## config.mk

```make
export PLATFORM = sky130hd
export DESIGN_NAME = stable_sorted_priority_queue_top
export DESIGN_NICKNAME = d
export VERILOG_FILES = /design/src/design/sspq_pkg.sv /design/src/design/sspq_cell.sv /design/src/design/stable_sorted_priority_queue_top.sv
export SDC_FILE = /design/constraint.sdc
export NUM_CORES = 1
export LEC_CHECK = 0
export BUFFER_PORTS_ARGS = -buffer_cell sky130_fd_sc_hd__buf_2
export CAP_MARGIN = 30
export CORE_MARGIN = 4
export CORE_UTILIZATION = 45
export CTS_CLUSTER_DIAMETER = 120
export DETAILED_ROUTE_END_ITERATION = 8
export PLACE_DENSITY = 0.65
export SLEW_MARGIN = 25
export SYNTH_ARGS = -nofsm -noshare
export SYNTH_HDL_FRONTEND = slang
export SYNTH_SLANG_ARGS = --single-unit
export TNS_END_PERCENT = 20
```

## constraint.sdc

```tcl
create_clock -name aclk -period 8 [get_ports aclk]
set_clock_uncertainty 0.1 [all_clocks]
set_input_delay 1.6 -clock aclk [delete_from_list [all_inputs] [get_ports aclk]]
set_output_delay 1.6 -clock aclk [all_outputs]
set_load 0.02 [all_outputs]
```

## src/design/sspq_pkg.sv

```systemverilog
`timescale 1ns / 1ps

package sspq_pkg;

    localparam int DEF_CAPACITY  = 16;
    localparam int DEF_PRIO_BITS = 16;
    localparam int DEF_TAG_BITS  = 16;

    localparam int OPCODE_BITS = 2;
    localparam int STATUS_BITS = 2;

    typedef enum logic [OPCODE_BITS-1:0] {
        OP_INSERT  = 2'd0,
        OP_DEQUEUE = 2'd1,
        OP_PEEK    = 2'd2
    } op_t;

    typedef enum logic [STATUS_BITS-1:0] {
        ST_OK    = 2'd0,
        ST_EMPTY = 2'd1,
        ST_FULL  = 2'd2
    } status_t;

    // Broadcast to every cell of the chain
    typedef struct packed {
        logic ins;
        logic deq;
    } cell_ctl_t;

endpackage

```

## src/design/sspq_cell.sv

```systemverilog
`timescale 1ns / 1ps

module sspq_cell #(
    parameter int PRIO_BITS = 16,
    parameter int TAG_BITS  = 16
) (
    input  logic                  aclk,
    input  sspq_pkg::cell_ctl_t   ctl,
    input  logic                  occupied,
    input  logic [PRIO_BITS-1:0]  new_prio,
    input  logic [TAG_BITS-1:0]   new_tag,
    input  logic                  left_behind,
    input  logic [PRIO_BITS-1:0]  left_prio,
    input  logic [TAG_BITS-1:0]   left_tag,
    input  logic [PRIO_BITS-1:0]  right_prio,
    input  logic [TAG_BITS-1:0]   right_tag,
    output logic                  behind,
    output logic [PRIO_BITS-1:0]  prio,
    output logic [TAG_BITS-1:0]   tag
);
    import sspq_pkg::*;

    logic [PRIO_BITS-1:0] prio_reg, prio_next;
    logic [TAG_BITS-1:0]  tag_reg, tag_next;

    // New entry goes ahead of this cell: empty slot or strictly larger number
    assign behind = !occupied || (prio_reg > new_prio);
    assign prio   = prio_reg;
    assign tag    = tag_reg;

    always_comb begin
        prio_next = prio_reg;
        tag_next  = tag_reg;
        if (ctl.ins && behind) begin
            if (left_behind) begin
                // shift towards the back
                prio_next = left_prio;
                tag_next  = left_tag;
            end else begin
                prio_next = new_prio;
                tag_next  = new_tag;
            end
        end else if (ctl.deq) begin
            // advance towards the front
            prio_next = right_prio;
            tag_next  = right_tag;
        end
    end

    always_ff @(posedge aclk) begin
        prio_reg <= prio_next;
        tag_reg  <= tag_next;
    end

endmodule

```

## src/design/stable_sorted_priority_queue_top.sv

```systemverilog
`timescale 1ns / 1ps

// Channel   Dir  Fields in tdata (lowest bit first)
// s_        in   opcode, prio_in, tag_in
// m_        out  status, prio_out, tag_out, entry_count
//
// One request per cycle while the output is not stalled; the result is registered and appears the cycle after.
// Every cell compares the new priority with its own; each one that moves shifts in that same cycle.
// A new request is taken while the output register is empty or being drained.
// Reset empties the queue and the output register.

module stable_sorted_priority_queue_top #(
    parameter int CAPACITY  = sspq_pkg::DEF_CAPACITY,
    parameter int PRIO_BITS = sspq_pkg::DEF_PRIO_BITS,
    parameter int TAG_BITS  = sspq_pkg::DEF_TAG_BITS,
    localparam int COUNT_BITS = $clog2(CAPACITY + 1),
    localparam int S_BITS = sspq_pkg::OPCODE_BITS + PRIO_BITS + TAG_BITS,
    localparam int S_W    = ((S_BITS + 7) / 8) * 8,
    localparam int M_BITS = sspq_pkg::STATUS_BITS + PRIO_BITS + TAG_BITS + COUNT_BITS,
    localparam int M_W    = ((M_BITS + 7) / 8) * 8
) (
    input  logic           aclk,
    input  logic           aresetn,
    input  logic           s_tvalid,
    output logic           s_tready,
    input  logic [S_W-1:0] s_tdata,   // opcode, prio_in, tag_in
    output logic           m_tvalid,
    input  logic           m_tready,
    output logic [M_W-1:0] m_tdata    // status, prio_out, tag_out, entry_count
);
    import sspq_pkg::*;

    localparam int PRIO_LO = OPCODE_BITS;
    localparam int TAG_LO  = OPCODE_BITS + PRIO_BITS;

    logic                  accept;
    op_t                   op;
    logic [PRIO_BITS-1:0]  new_prio;
    logic [TAG_BITS-1:0]   new_tag;
    logic                  full, empty;
    cell_ctl_t             ctl;

    logic [COUNT_BITS-1:0] count_reg, count_next;
    logic                  m_tvalid_reg;
    logic [M_BITS-1:0]     m_data_reg, m_data_next;

    status_t               status;
    logic [PRIO_BITS-1:0]  prio_out;
    logic [TAG_BITS-1:0]   tag_out;

    logic                  cell_behind [CAPACITY];
    logic [PRIO_BITS-1:0]  cell_prio   [CAPACITY];
    logic [TAG_BITS-1:0]   cell_tag    [CAPACITY];

    assign s_tready = !m_tvalid_reg || m_tready;
    assign accept   = s_tvalid && s_tready;

    assign op       = op_t'(s_tdata[OPCODE_BITS-1:0]);
    assign new_prio = s_tdata[PRIO_LO +: PRIO_BITS];
    assign new_tag  = s_tdata[TAG_LO +: TAG_BITS];

    assign full  = (count_reg == COUNT_BITS'(CAPACITY));
    assign empty = (count_reg == '0);

    always_comb begin
        ctl        = '0;
        status     = ST_OK;
        prio_out   = '0;
        tag_out    = '0;
        count_next = count_reg;
        unique case (op)
            OP_INSERT: begin
                if (full) begin
                    status = ST_FULL;
                end else begin
                    ctl.ins    = accept;
                    count_next = count_reg + COUNT_BITS'(1);
                end
            end
            OP_DEQUEUE, OP_PEEK: begin
                if (empty) begin
                    status = ST_EMPTY;
                end else begin
                    prio_out = cell_prio[0];
                    tag_out  = cell_tag[0];
                    if (op == OP_DEQUEUE) begin
                        ctl.deq    = accept;
                        count_next = count_reg - COUNT_BITS'(1);
                    end
                end
            end
            default: begin
                // unused opcode: leave the queue untouched
            end
        endcase
        m_data_next = {count_next, tag_out, prio_out, status};
    end

    genvar i;
    generate
        for (i = 0; i < CAPACITY; i++) begin : g_cell
            logic                 left_behind;
            logic [PRIO_BITS-1:0] left_prio, right_prio;
            logic [TAG_BITS-1:0]  left_tag, right_tag;

            if (i == 0) begin : g_head
                assign left_behind = 1'b0;
                assign left_prio   = new_prio;
                assign left_tag    = new_tag;
            end else begin : g_body
                assign left_behind = cell_behind[i-1];
                assign left_prio   = cell_prio[i-1];
                assign left_tag    = cell_tag[i-1];
            end

            if (i == CAPACITY - 1) begin : g_tail
                assign right_prio = '0;
                assign right_tag  = '0;
            end else begin : g_inner
                assign right_prio = cell_prio[i+1];
                assign right_tag  = cell_tag[i+1];
            end

            sspq_cell #(
                .PRIO_BITS (PRIO_BITS),
                .TAG_BITS  (TAG_BITS)
            ) u_cell (
                .aclk        (aclk),
                .ctl         (ctl),
                .occupied    (COUNT_BITS'(i) < count_reg),
                .new_prio    (new_prio),
                .new_tag     (new_tag),
                .left_behind (left_behind),
                .left_prio   (left_prio),
                .left_tag    (left_tag),
                .right_prio  (right_prio),
                .right_tag   (right_tag),
                .behind      (cell_behind[i]),
                .prio        (cell_prio[i]),
                .tag         (cell_tag[i])
            );
        end
    endgenerate

    always_ff @(posedge aclk) begin
        if (!aresetn) begin
            count_reg    <= '0;
            m_tvalid_reg <= 1'b0;
        end else begin
            if (accept) begin
                count_reg    <= count_next;
                m_tvalid_reg <= 1'b1;
            end else if (m_tready) begin
                m_tvalid_reg <= 1'b0;
            end
        end
    end

    always_ff @(posedge aclk) begin
        if (accept) begin
            m_data_reg <= m_data_next;
        end
    end

    assign m_tvalid = m_tvalid_reg;
    assign m_tdata  = {{(M_W - M_BITS){1'b0}}, m_data_reg};

endmodule
```

======== Word level (Yosys, flattened, before mapping) ========
Index checks and enable logic that the tools add are counted.
storage, ports and cells
  RAM bits ................................ 0
  bits in latches ......................... 0
  memories kept ........................... 0
  bits of input ports ..................... 44
  bits in read-only memories .............. 0
  output and inout bits ................... 42
  register bits ........................... 557
operators by class
  reductions and logical operators ........ 72
  $add $sub $neg .......................... 2
  multiplexer cells ....................... 107
  equality and inequality tests ........... 3
  $lt $le $gt $ge ......................... 32
  bitwise logic cells ..................... 1
  shift-type cells ........................ 0
  divide/modulo/power cells ............... 0
  $mul .................................... 0
operator list
  kind                                                 number
  two-way mux 16 bit                                   93
  > comparator 16 bit                                  16
  < comparator 4 x 5 -> 1 bit, first input constant    8
  nonzero test 2 bit                                   17
  < comparator 3 x 5 -> 1 bit, first input constant    4
  logical AND 1 bit                                    17
  zero test 1 bit                                      17
  logical OR 1 bit                                     17
  two-way mux 5 bit                                    3
  < comparator 1 x 5 -> 1 bit, first input constant    2
  < comparator 2 x 5 -> 1 bit, first input constant    2
  one-hot mux 5 bit (2 select lines)                   1
  two-way mux 1 bit                                    8
  adder 5 x 1 -> 5 bit, second input constant          1
  equality test 5 bit, second input constant           1
  zero test 5 bit                                      1
  subtractor 5 x 1 -> 5 bit, second input constant     1
  one-hot mux 2 bit (2 select lines)                   1
  OR reduction 2 bit                                   2
  equality test 2 x 1 -> 1 bit, second input constant  1
  equality test 2 bit, second input constant           1
  zero test 2 bit                                      1
  two-way mux 2 bit                                    1
  inverter 1 bit                                       1

======== Longest topological paths before layout ========
Gate-level depths: netlist of the first run.
  word-level depth ........................ 8
  gate-level depth with buffers ........... 13
  mapped depth without buffers ............ 9

======== Modules after synthesis ========
A second synthesis of the first run with hierarchy kept.
unflattened totals
  cell total of the unflattened synthesis .. 3142
  area total of the unflattened synthesis .. 38972.4 µm²
by module, submodules not included
  module                            area each (µm²)  times used  sequential area each (µm²)  cells each
  sspq_cell                         2297.2           16          960.9                       184
  stable_sorted_priority_queue_top  2217.1           1           1291.2                      198

======== Worst setup path before layout of the first run ========
No wires, ideal clock.
  kind .................................... in2reg
  start point ............................. input port s_tdata[16]
  end point ............................... register g_cell[6].u_cell.prio_reg[0] (enable)
  cell stages on the path ................. 9
  data required time ...................... 7.434 ns
  buffers on the path ..................... 2
  slack ................................... 1.736 ns
  data arrival time ....................... 5.699 ns
  cell sequence ........................... inv_1 ha_1 nand4_1 or4_1 a21oi_1 o31ai_1 buf_2 buf_4 o21ai_0
between the ends
  longest elaborated chain between the ends .. 4
ends and longest elaborated chain
  what                                 line                                    text
  from (decl)                          stable_sorted_priority_queue_top.sv:26  input logic [S_W-1:0] s_tdata,
  > comparator 16 bit                  sspq_cell.sv:27                         assign behind = !occupied || (prio_reg > new_prio);
  logical OR 1 bit                     sspq_cell.sv:27
  logical AND 1 bit                    sspq_cell.sv:34                         if (ctl.ins && behind) begin
  nonzero test 2 bit (no source line)  -
  to (signal assigned)                 sspq_cell.sv:51                         prio_reg <= prio_next;
  to (decl)                            sspq_cell.sv:23                         logic [PRIO_BITS-1:0] prio_reg, prio_next;
Every way passes these cells.
A chain may end at the register's enable or synchronous reset.

======== Worst setup path in the final report of the first run ========
  start point ............................. input port s_tdata[8]
  end point ............................... register g_cell[1].u_cell.tag_reg[12], data pin
between the ends
  longest elaborated chain between the ends .. 4
  elaborated cells on any way between the ends .. 7
  classes of those cells .................. order compare: 2; mux: 2; reduce/logical: 3
ends and longest elaborated chain
  what                                                            line                              text
  > comparator 16 bit                                             sspq_cell.sv:27
  logical OR 1 bit                                                sspq_cell.sv:27
  two-way mux 16 bit / logical AND 1 bit (equally long branches)  sspq_cell.sv:35, sspq_cell.sv:34
  two-way mux 16 bit (*)                                          sspq_cell.sv:34
  via g_cell[1].u_cell.tag_next[12]                               sspq_cell.sv:24                   logic [TAG_BITS-1:0] tag_reg, tag_next;
  to (signal assigned)                                            sspq_cell.sv:52                   tag_reg <= tag_next;
  to (decl)                                                       sspq_cell.sv:24
The timed path passes the listed nets; every way through them passes the cells marked *.

==> results.tsv, run 1 <==
metric	value	unit
status	completed	
grt_pass1_vias	24500	
io_pins	86	
synth_largest_area_cell	edfxtp_1	
syn-cell-area	33800	um^2
h-tree-depth	2	
cts_tree	built	
via_per_inst	5.91	
critPathCapture	g_cell[1].u_cell.tag[12]	
n_antenna_cell	0	
relSlewSlack	36.5	%
cp_max_fo	50	
syn_nets	3598	
cap_violations	0	
core	74400	um^2
clockBufferDepth	3	
tightest_slew	0.944	ns
num_rows	100	
drtPass1Iterations	8	
placed_cell_area	35100	um^2
rsz0062_at_grt	no	
crit_path_start	s_tdata[8]	
synthesis.area_per_instance	10.3	um^2
grt_max_degree	66	
syn_to_final_growth	9.22	%
r2r_setup_slack	3.76	ns
synth_cells	3292	
routed_wl	86000	um
clk_pin_slew	0.06	ns
seq_area_frac_synth	49.3	%
yosys.cell_count.top_type	edfxtp_1	
cpMaxStageDelayCell	a2111oi_0	
crit_family	buffers and inverters	
finalSetupTns	0	ns
postLayoutCellArea	36900	um^2
antenna_found_initial	2	
yosys_warnings	0	
path_cells	buf_2 > inv_1 > buf_4 > ha_1 > a41oi_1 > o21ai_0 > a2111oi_0 > a31oi_4 > buf_4 > nand2_2 > buf_4 > o21ai_0	
period_minus_slack	5.40	ns
critical_path_required	8.26	ns
synth_ff_type	edfxtp_1	
clkLatencyLatePin	0.64	ns
die_w	282	um
overflow	0	
synthTopCellsByArea	edfxtp_1, mux2i_1, ha_1	
critPathBufInv	5	
critical_path_class	in2reg	
drc_errors	0	
synthDistinctLibCells	64	
endpoint_kind	flop	
nets	3567	
postCtsSetupBuffers	0	
yosys_register_bits	557	
synth_edf_count	551	
r2r_end	g_cell[12].u_cell.tag[12]	
drive_gt1_share	8.55	%
powerDensity	187	nW/um^2
critPathMaxStageDelay	0.79	ns
dr_total_vias	25300	
cts_hold_buffers	0	
post-dp-hpwl	61600	um
report.final.slew_viol_count	0	
critPathArrivalTime	5.66	ns
clkSinkCount	557	
synth_top_area_share	48.9	%
synth.top_cells.by_count	edfxtp_1, nor2_1, a21oi_1	
cts_resized	0	
hp-class	reg2reg	
period_share	67.5	%
p_leak	14.0	nW
numCtsBuffers	58	
drtIter0Drc	1649	
r2r_cells	9	
synth-async-reset-ratio	0	%
fmax	0.185	GHz
hold_viol	0	
r2r_start	count_reg[1]	
die_h	282	um
avgRoutedWirePerCell	20.1	um
gp_congestion	0.859	
die-area	79600	um^2
antenna_left	0	
cp.depth	12	
crit_top_cell	buf_4	
track_usage	21.0	%
start_util	45.4	%
io_buffers	78	
grt_pass1_wl	135000	um
max-vdd-ir-drop	0.165	mV
worstSetupStartpointType	primary input	
setup_viol_count_final	0	
cts-root-buf	clkbuf_16	
[worst register-to-register path, cell delays in order (launching register included)]
cell and delay (ns):
dfxtp_1 0.81, inv_1 0.15, ha_1 0.27, or3b_1 0.28, o21ai_2 0.14, nand2b_2 0.60, a211oi_4 0.35, buf_4 0.57
nand2b_1 0.19, buf_4 0.41
[cells by family after synthesis]
group	Yosys count	share of synthesized area (%)
muxes	363	10.9
AOI/OAI and AO/OA	781	13.4
other	1	0.0111
buffers and inverters	291	3.88
adders and majority gates	262	9.69
and+or+nand+nor	1037	12.9
DFF	557	49.3
[placed cells by master, fill, tap and decap left out, drive strengths merged, types with 5 or more instances in the layout]
cell type	n
edfxtp	551
nor2	477
a21oi	411
nand2	365
mux2i	331
ha	262
buf	147
o21ai	124
a31oi	100
clkbuf	77
inv	53
nand4	52
and2	37
a221oi	33
mux2	32
clkinv	30
nand3	22
o31ai	21
nor2b	21
nor3	17
a21o	14
a211oi	14
o211ai	12
nand2b	12
a21boi	9
nor4	8
or3	7
or4	6
dfxtp	6
o21a	6
a2111oi	5
[final cells by class]
type / instances / area, um^2
clock buffer: 77 / 1540
clock inverter: 33 / 248
multi-input combinational: 2444 / 16100
tap: 969 / 1210
sequential: 557 / 16700
inverter: 53 / 199
fill: 6830 / 37500
timing repair buffer: 147 / 973
[worst min-delay path by stage]
stage | cells after the start | end | startpoint | slack, ns
6_report | 2 | m_tvalid | m_tvalid | 0.42
4_1_cts | 2 | m_tvalid | m_tvalid | 0.43
2_1_floorplan | 1 | m_data_reg[32] | g_cell[0].u_cell.tag[14] | 0.42
5_1_grt | 2 | m_tvalid | m_tvalid | 0.47
3_3_place_gp | 2 | m_tvalid | m_tvalid | 0.41
3_5_place_dp | 2 | m_tvalid | m_tvalid | 0.42
[layer usage]
metal	routed length, um	global-route usage [%]	vias to the layer above
li1	-	-	12100
met1	39400	29.7	12400
met2	40000	34.5	648
met3	4460	2.63	127
met4	2110	5.33	2
met5	13	0	-
[power by group]
part / internal [W] / switching (W)
logic: 0.000288 / 0.000559
registers: 0.00337 / 0.0000839
clock network: 0.00142 / 0.00119
[stage by stage]
stage                     power (W)  instances  utilization (%)  worst slack (ns)  hold slack (ns)
after floorplan             0.00409       3292                -              1.74            0.417
after global placement      0.00433       4166             47.1              2.12            0.408
after detailed placement    0.00436       4168             47.1              2.01            0.416
after CTS                   0.00697       4278             49.5              2.69            0.425
after global routing        0.00721       4280             49.6              2.46            0.475
final                       0.00692       4280             49.6              2.60            0.419
Power figures use the tool's default switching activity.
==> run 2, diff against run 1 <==
Settings changed: PLACE_DENSITY 0.65 to 0.67.
Clock period 8 ns to 4.6 ns, I/O delays scaled along.
==> run 2 against run 1 <==
  * Via count grew 1.1%
  * Global-route usage grew 0.56 points
  * Setup slack lost 2.0 ns
  * Sequential share of layout area shrank 1.0 points
  * Sequential cell count is the same
  * Register-to-register slack lost 2.7 ns
  * Critical path depth shrank 1
  * Final cell count grew 1.3%
==> results.tsv, run 2 (same netlist as run 1, synthesis figures left out) <==
metric	value	unit	change
cts-root-buf	clkbuf_16		unchanged
p_leak	14.4	nW	was 14.0 nW
sw_frac_of_total	25.8	%	was 26.5%
placed_cell_area	35800	um^2	was 35100 um^2
tightest_slew	0.947	ns	was 0.944 ns
syn_to_final_growth	11.8	%	was 9.22%
io_pins	86		unchanged
critical_path_class	in2reg		unchanged
use_met1	30.2	%	was 29.7%
cts_resized	0		unchanged
rsz0062_at_grt	no		unchanged
cpMaxStageDelayCell	a221oi_1		was a2111oi_0
hp-class	reg2reg		unchanged
io_buffers	78		unchanged
die_w	282	um	unchanged
start_util	45.4	%	unchanged
power.internal	0.00929	W	was 0.00508 W
cp_max_fo	19		was 50
die_h	282	um	unchanged
gp_congestion	0.861		was 0.859
hold_viol	0		unchanged
busiest_layer	met2		unchanged
cts_hold_buffers	0		unchanged
setup_viol_count_final	0		unchanged
endpoint_kind	flop		unchanged
p_sw	0.00324	W	was 0.00184 W
max-vdd-ir-drop	0.297	mV	was 0.165 mV
final_common_cell	edfxtp_1		unchanged
period_share	86.6	%	
grt_pass1_vias	25300		was 24500
whs	0.421	ns	was 0.419 ns
multi_input_area	16100	um^2	about the same
critPathArrivalTime	4.22	ns	was 5.66 ns
grt_max_degree	65		was 66
dr_total_vias	25600		was 25300
antenna_found_initial	0		was 2
avgRoutedWirePerCell	20.2	um	was 20.1 um
core	74400	um^2	unchanged
status	completed		unchanged
critPathMaxStageDelay	0.60	ns	was 0.79 ns
r2r_setup_slack	1.05	ns	was 3.76 ns
relSlewSlack	36.7	%	was 36.5%
period_minus_slack	3.98	ns	
report.final.slew_viol_count	0		unchanged
drive_gt1_share	10.3	%	was 8.55%
track_usage	21.5	%	was 21.0%
powerDensity	331	nW/um^2	was 187 nW/um^2
clkSinkCount	557		unchanged
num_rows	100		unchanged
clk_pin_slew	0.06	ns	about the same
regArea	16700	um^2	unchanged
die-area	79600	um^2	unchanged
clockBufferDepth	3		unchanged
finalSetupTns	0	ns	unchanged
postLayoutCellArea	37800	um^2	was 36900 um^2
grt_util_met3	2.91	%	was 2.63%
nets	3622		was 3567
layout_common_cells	edfxtp_1, nor2_1, a21oi_1, nand2_1, mux2i_1		unchanged
post-dp-hpwl	63700	um	was 61600 um
grt_pass1_wl	139000	um	was 135000 um
h-tree-depth	2		unchanged
drtIter0Drc	2046		was 1649
postCtsSetupBuffers	0		unchanged
nFillCells	6647		was 6830
finalNonFillerCells	4334		was 4280
dp.cells	4223		was 4168
cap_violations	0		unchanged
p_seq_share	47.9	%	was 49.9%
cts_tree	built		unchanged
n_antenna_cell	0		unchanged
p_clk_share	39.7	%	was 37.8%
numCtsBuffers	59		was 58
use_met2	35.8	%	was 34.5%
via_per_inst	5.91		about the same
drtPass1Iterations	6		was 8
worstSetupStartpointType	primary input		unchanged
critical_path_required	4.84	ns	was 8.26 ns
antenna_left	0		unchanged
fmax	0.251	GHz	
combPwrFrac	12.4	%	was 12.2%
fin_util	50.8	%	was 49.6%
overflow	0		unchanged
clkLatencyLatePin	0.63	ns	was 0.64 ns
drc_errors	0		unchanged
crit_top_cell	a21oi_1		was buf_4
routed_wl	87600	um	was 86000 um
path_cells	buf_2 > inv_1 > ha_1 > a21oi_1 > nor3_1 > or4_1 > a221oi_1 > a21oi_4 > buf_4 > mux2i_1 > a21oi_1		was buf_2 > inv_1 > buf_4 > ha_1 > a41oi_1 > o21ai_0 > a2111oi_0 > a31oi_4 > buf_4 > nand2_2 > buf_4 > o21ai_0
-- run 2: cell types whose count changed in the layout (fill, tap and decap cells not counted), moves of 2 or more --
cell        before  now
nand2b_2         2    0
clkinv_1        16    7
nand2b_1        10   12
clkbuf_8         0    9
bufinv_16        2    6
buf_4           65   95
buf_12           2   26
clkinv_2        12    9
clkinvlp_4       1    3
clkbuf_1        18   14
-- run 2: metal layers --
layer,up-vias,routed length (um)
met3,128,4050
met4,0,1940
met5,-,0
met2,622,41600
li1,12200,-
met1,12600,40000
-- run 2: final cells by class --
| cell class | count | share of cell area (%) |
|---|---|---|
| clock buffers | 83 | 4.44 |
| clock inverters | 27 | 0.857 |
| inverters | 53 | 0.526 |
| multi-input cells | 2444 | 42.5 |
| flip-flops and latches | 557 | 44.1 |
| well taps | 969 | 3.21 |
| repair buffers | 201 | 4.38 |
-- run 2: final timing paths --
| check | end | startpoint | cells past startpoint |
|---|---|---|---|
| hold reg to reg | m_tvalid | m_tvalid | 2 |
| hold / removal | m_tvalid | m_tvalid | 2 |
| setup reg to reg | g_cell[13].u_cell.prio[1] | g_cell[12].u_cell.prio[13] | 9 |
| setup / recovery | g_cell[13].u_cell.prio[1] | s_tdata[10] | 11 |
-- run 2: power by group through the flow --
stage,clock (W),combinational (W),sequential (W)
3_3_place_gp,0,0.00148,0.00611
3_5_place_dp,0,0.00153,0.00611
5_1_grt,0.00529,0.00173,0.00602
2_1_floorplan,0,0.00101,0.00609
4_1_cts,0.00507,0.00154,0.00600
6_report,0.00498,0.00155,0.00600
-- run 2: stage by stage --
stage | total power [W] | worst slack [ns]
final | 0.0125 | 0.618
after detailed placement | 0.00764 | 0.00413
after global placement | 0.00759 | 0.0634
after global routing | 0.0130 | 0.455
after CTS | 0.0126 | 0.669
after floorplan | 0.00711 | -0.799
-- run 2: critical path, delay by kind of cell --
family	cells	cell delay [ns]
buffers and inverters	3	1.01
muxes	1	0.16
AOI/OAI and AO/OA	4	1.22
and+or+nand+nor	2	0.55
adders and majority gates	1	0.32
==> run 3, diff against run 2 <==
Settings changed: CORE_UTILIZATION 45 to 37, PLACE_DENSITY 0.67 to 0.58.
==> run 3 against run 2 <==
  * Final cell count is 5.0% higher
  * Utilization decreased by 8.7 points
  * Sequential power is essentially flat
  * Sequential share of layout area decreased by 0.27 points
  * Global-route usage is 3.3 points lower
  * First-iteration DRC count fell by 10%
  * Combinational power hardly changed
  * Non-clock buffer count increased by 6
  * Routed wire length rose by 2.6%
  * Highest routed layer unchanged
==> results.tsv, run 3 (same netlist as run 1, synthesis figures left out) <==
metric	value	unit	change
status	completed		unchanged
drtPass1Iterations	5		was 6
die-area	96300	um^2	was 79600 um^2
clkLatencyLatePin	0.64	ns	was 0.63 ns
dp.cells	4436		was 4223
critPathMaxStageDelay	0.82	ns	was 0.60 ns
cts-root-buf	clkbuf_16		unchanged
grt_max_degree	65		unchanged
relSlewSlack	33.2	%	was 36.7%
crit_path_start	s_tdata[13]		was s_tdata[10]
io_buffers	78		unchanged
fin_util	42.1	%	was 50.8%
multi_input_area	16100	um^2	about the same
fmax	0.263	GHz	was 0.251 GHz
syn_to_final_growth	12.5	%	was 11.8%
drive_gt1_share	10.0	%	was 10.3%
worstSetupStartpointType	primary input		unchanged
dr_total_vias	25400		was 25600
nets	3630		was 3622
holdCritStartpoint	m_tvalid		unchanged
num_rows	110		was 100
period_minus_slack	3.81	ns	was 3.98 ns
cap_violations	0		unchanged
whs	0.421	ns	about the same
avgRoutedWirePerCell	19.8	um	was 20.2 um
powerDensity	320	nW/um^2	was 331 nW/um^2
regArea	16700	um^2	unchanged
finalPower	0.0122	W	was 0.0125 W
critPathArrivalTime	4.18	ns	was 4.22 ns
tightest_slew	0.993	ns	was 0.947 ns
setup_slack	0.793	ns	was 0.618 ns
via_per_inst	5.58		was 5.91
hold_viol	0		unchanged
setup_viol_count_final	0		unchanged
drc_errors	0		unchanged
nFillCells	8862		was 6647
critical_path_class	in2reg		unchanged
finalNonFillerCells	4552		was 4334
drtIter0Drc	1836		was 2046
critical_path_required	4.98	ns	was 4.84 ns
hp-class	reg2reg		unchanged
gp_congestion	0.863		was 0.861
clockBufferDepth	3		unchanged
overflow	0		unchanged
die_w	310	um	was 282 um
rsz0062_at_grt	no		unchanged
track_usage	18.2	%	was 21.5%
die_h	310	um	was 282 um
numCtsBuffers	61		was 59
layout_common_cells	edfxtp_1, nor2_1, a21oi_1, nand2_1, mux2i_1		unchanged
clk_pin_slew	0.06	ns	about the same
start_util	37.5	%	was 45.4%
endpoint_kind	flop		unchanged
antenna_found_initial	0		unchanged
r2r_setup_slack	0.86	ns	was 1.05 ns
max-vdd-ir-drop	0.271	mV	was 0.297 mV
h-tree-depth	2		unchanged
report.final.slew_viol_count	0		unchanged
p_leak	14.4	nW	about the same
post-dp-hpwl	66000	um	was 63700 um
period_share	82.8	%	was 86.6%
cpMaxStageDelayCell	nor4_1		was a221oi_1
io_pins	86		unchanged
routed_wl	89900	um	was 87600 um
clkSinkCount	557		unchanged
cts_resized	0		unchanged
place_worst_setup_slack	0.168	ns	was 0.00413 ns
cts_tree	built		unchanged
path_cells	buf_2 > inv_1 > buf_4 > buf_4 > ha_1 > nand4_1 > nor3_1 > a21boi_0 > nor4_1 > nand2b_1 > buf_4 > nand2_1 > a31oi_1		was buf_2 > inv_1 > ha_1 > a21oi_1 > nor3_1 > or4_1 > a221oi_1 > a21oi_4 > buf_4 > mux2i_1 > a21oi_1
core	90300	um^2	was 74400 um^2
antenna_left	0		unchanged
grt_pass1_wl	141000	um	was 139000 um
crit_top_cell	buf_4		was a21oi_1
grt_pass1_vias	25400		was 25300
cts_hold_buffers	0		unchanged
cp_max_fo	32		was 19
r2r_start	count_reg[4]		was g_cell[12].u_cell.prio[13]
final_common_cell	edfxtp_1		unchanged
postCtsSetupBuffers	0		unchanged
## run 3: where the power goes
| part | internal, W | switching [W] |
|---|---|---|
| Clock | 0.00251 | 0.00212 |
| Sequential | 0.00586 | 0.000137 |
| Combinational | 0.000560 | 0.00100 |
## run 3: final timing paths
| path | endpoint | cells after the start |
|---|---|---|
| setup / recovery | g_cell[6].u_cell.prio[11] | 13 |
| hold / removal | m_tvalid | 2 |
| hold reg to reg | m_tvalid | 2 |
| setup reg to reg | g_cell[6].u_cell.prio[11] | 8 |
## run 3: final cells by class
type / count / area share [%]
Inverter: 53 / 0.523
Tap cell: 1176 / 3.87
Clock buffer: 85 / 4.25
Sequential cell: 557 / 43.8
Timing Repair Buffer: 207 / 4.72
Clock inverter: 29 / 0.523
Antenna cell: 1 / 0.00658
Multi-Input combinational cell: 2444 / 42.3
## run 3: metal layers
metal	wire (um)	up-vias	global-route usage, %
li1	-	12200	-
met1	41900	12600	25.9
met2	42300	467	30.2
met3	4040	106	2.19
met4	1630	0	3.74
met5	0	-	0
## run 3: critical path, delay by kind of cell
kind | cells | cell delay, ns
adder cells (fa/ha/maj) | 1 | 0.33
buffers and inverters | 5 | 1.12
AND/OR/NAND/NOR | 5 | 1.43
AO/OA/AOI/OAI | 2 | 0.36
## run 3: metrics by stage
step	setup TNS (ns)	area, um^2
floorplan	-80.89	33800
detailed placement	0	36200
CTS	0	38000
finish	0	38000
global placement	0	36100
global route	0	38000
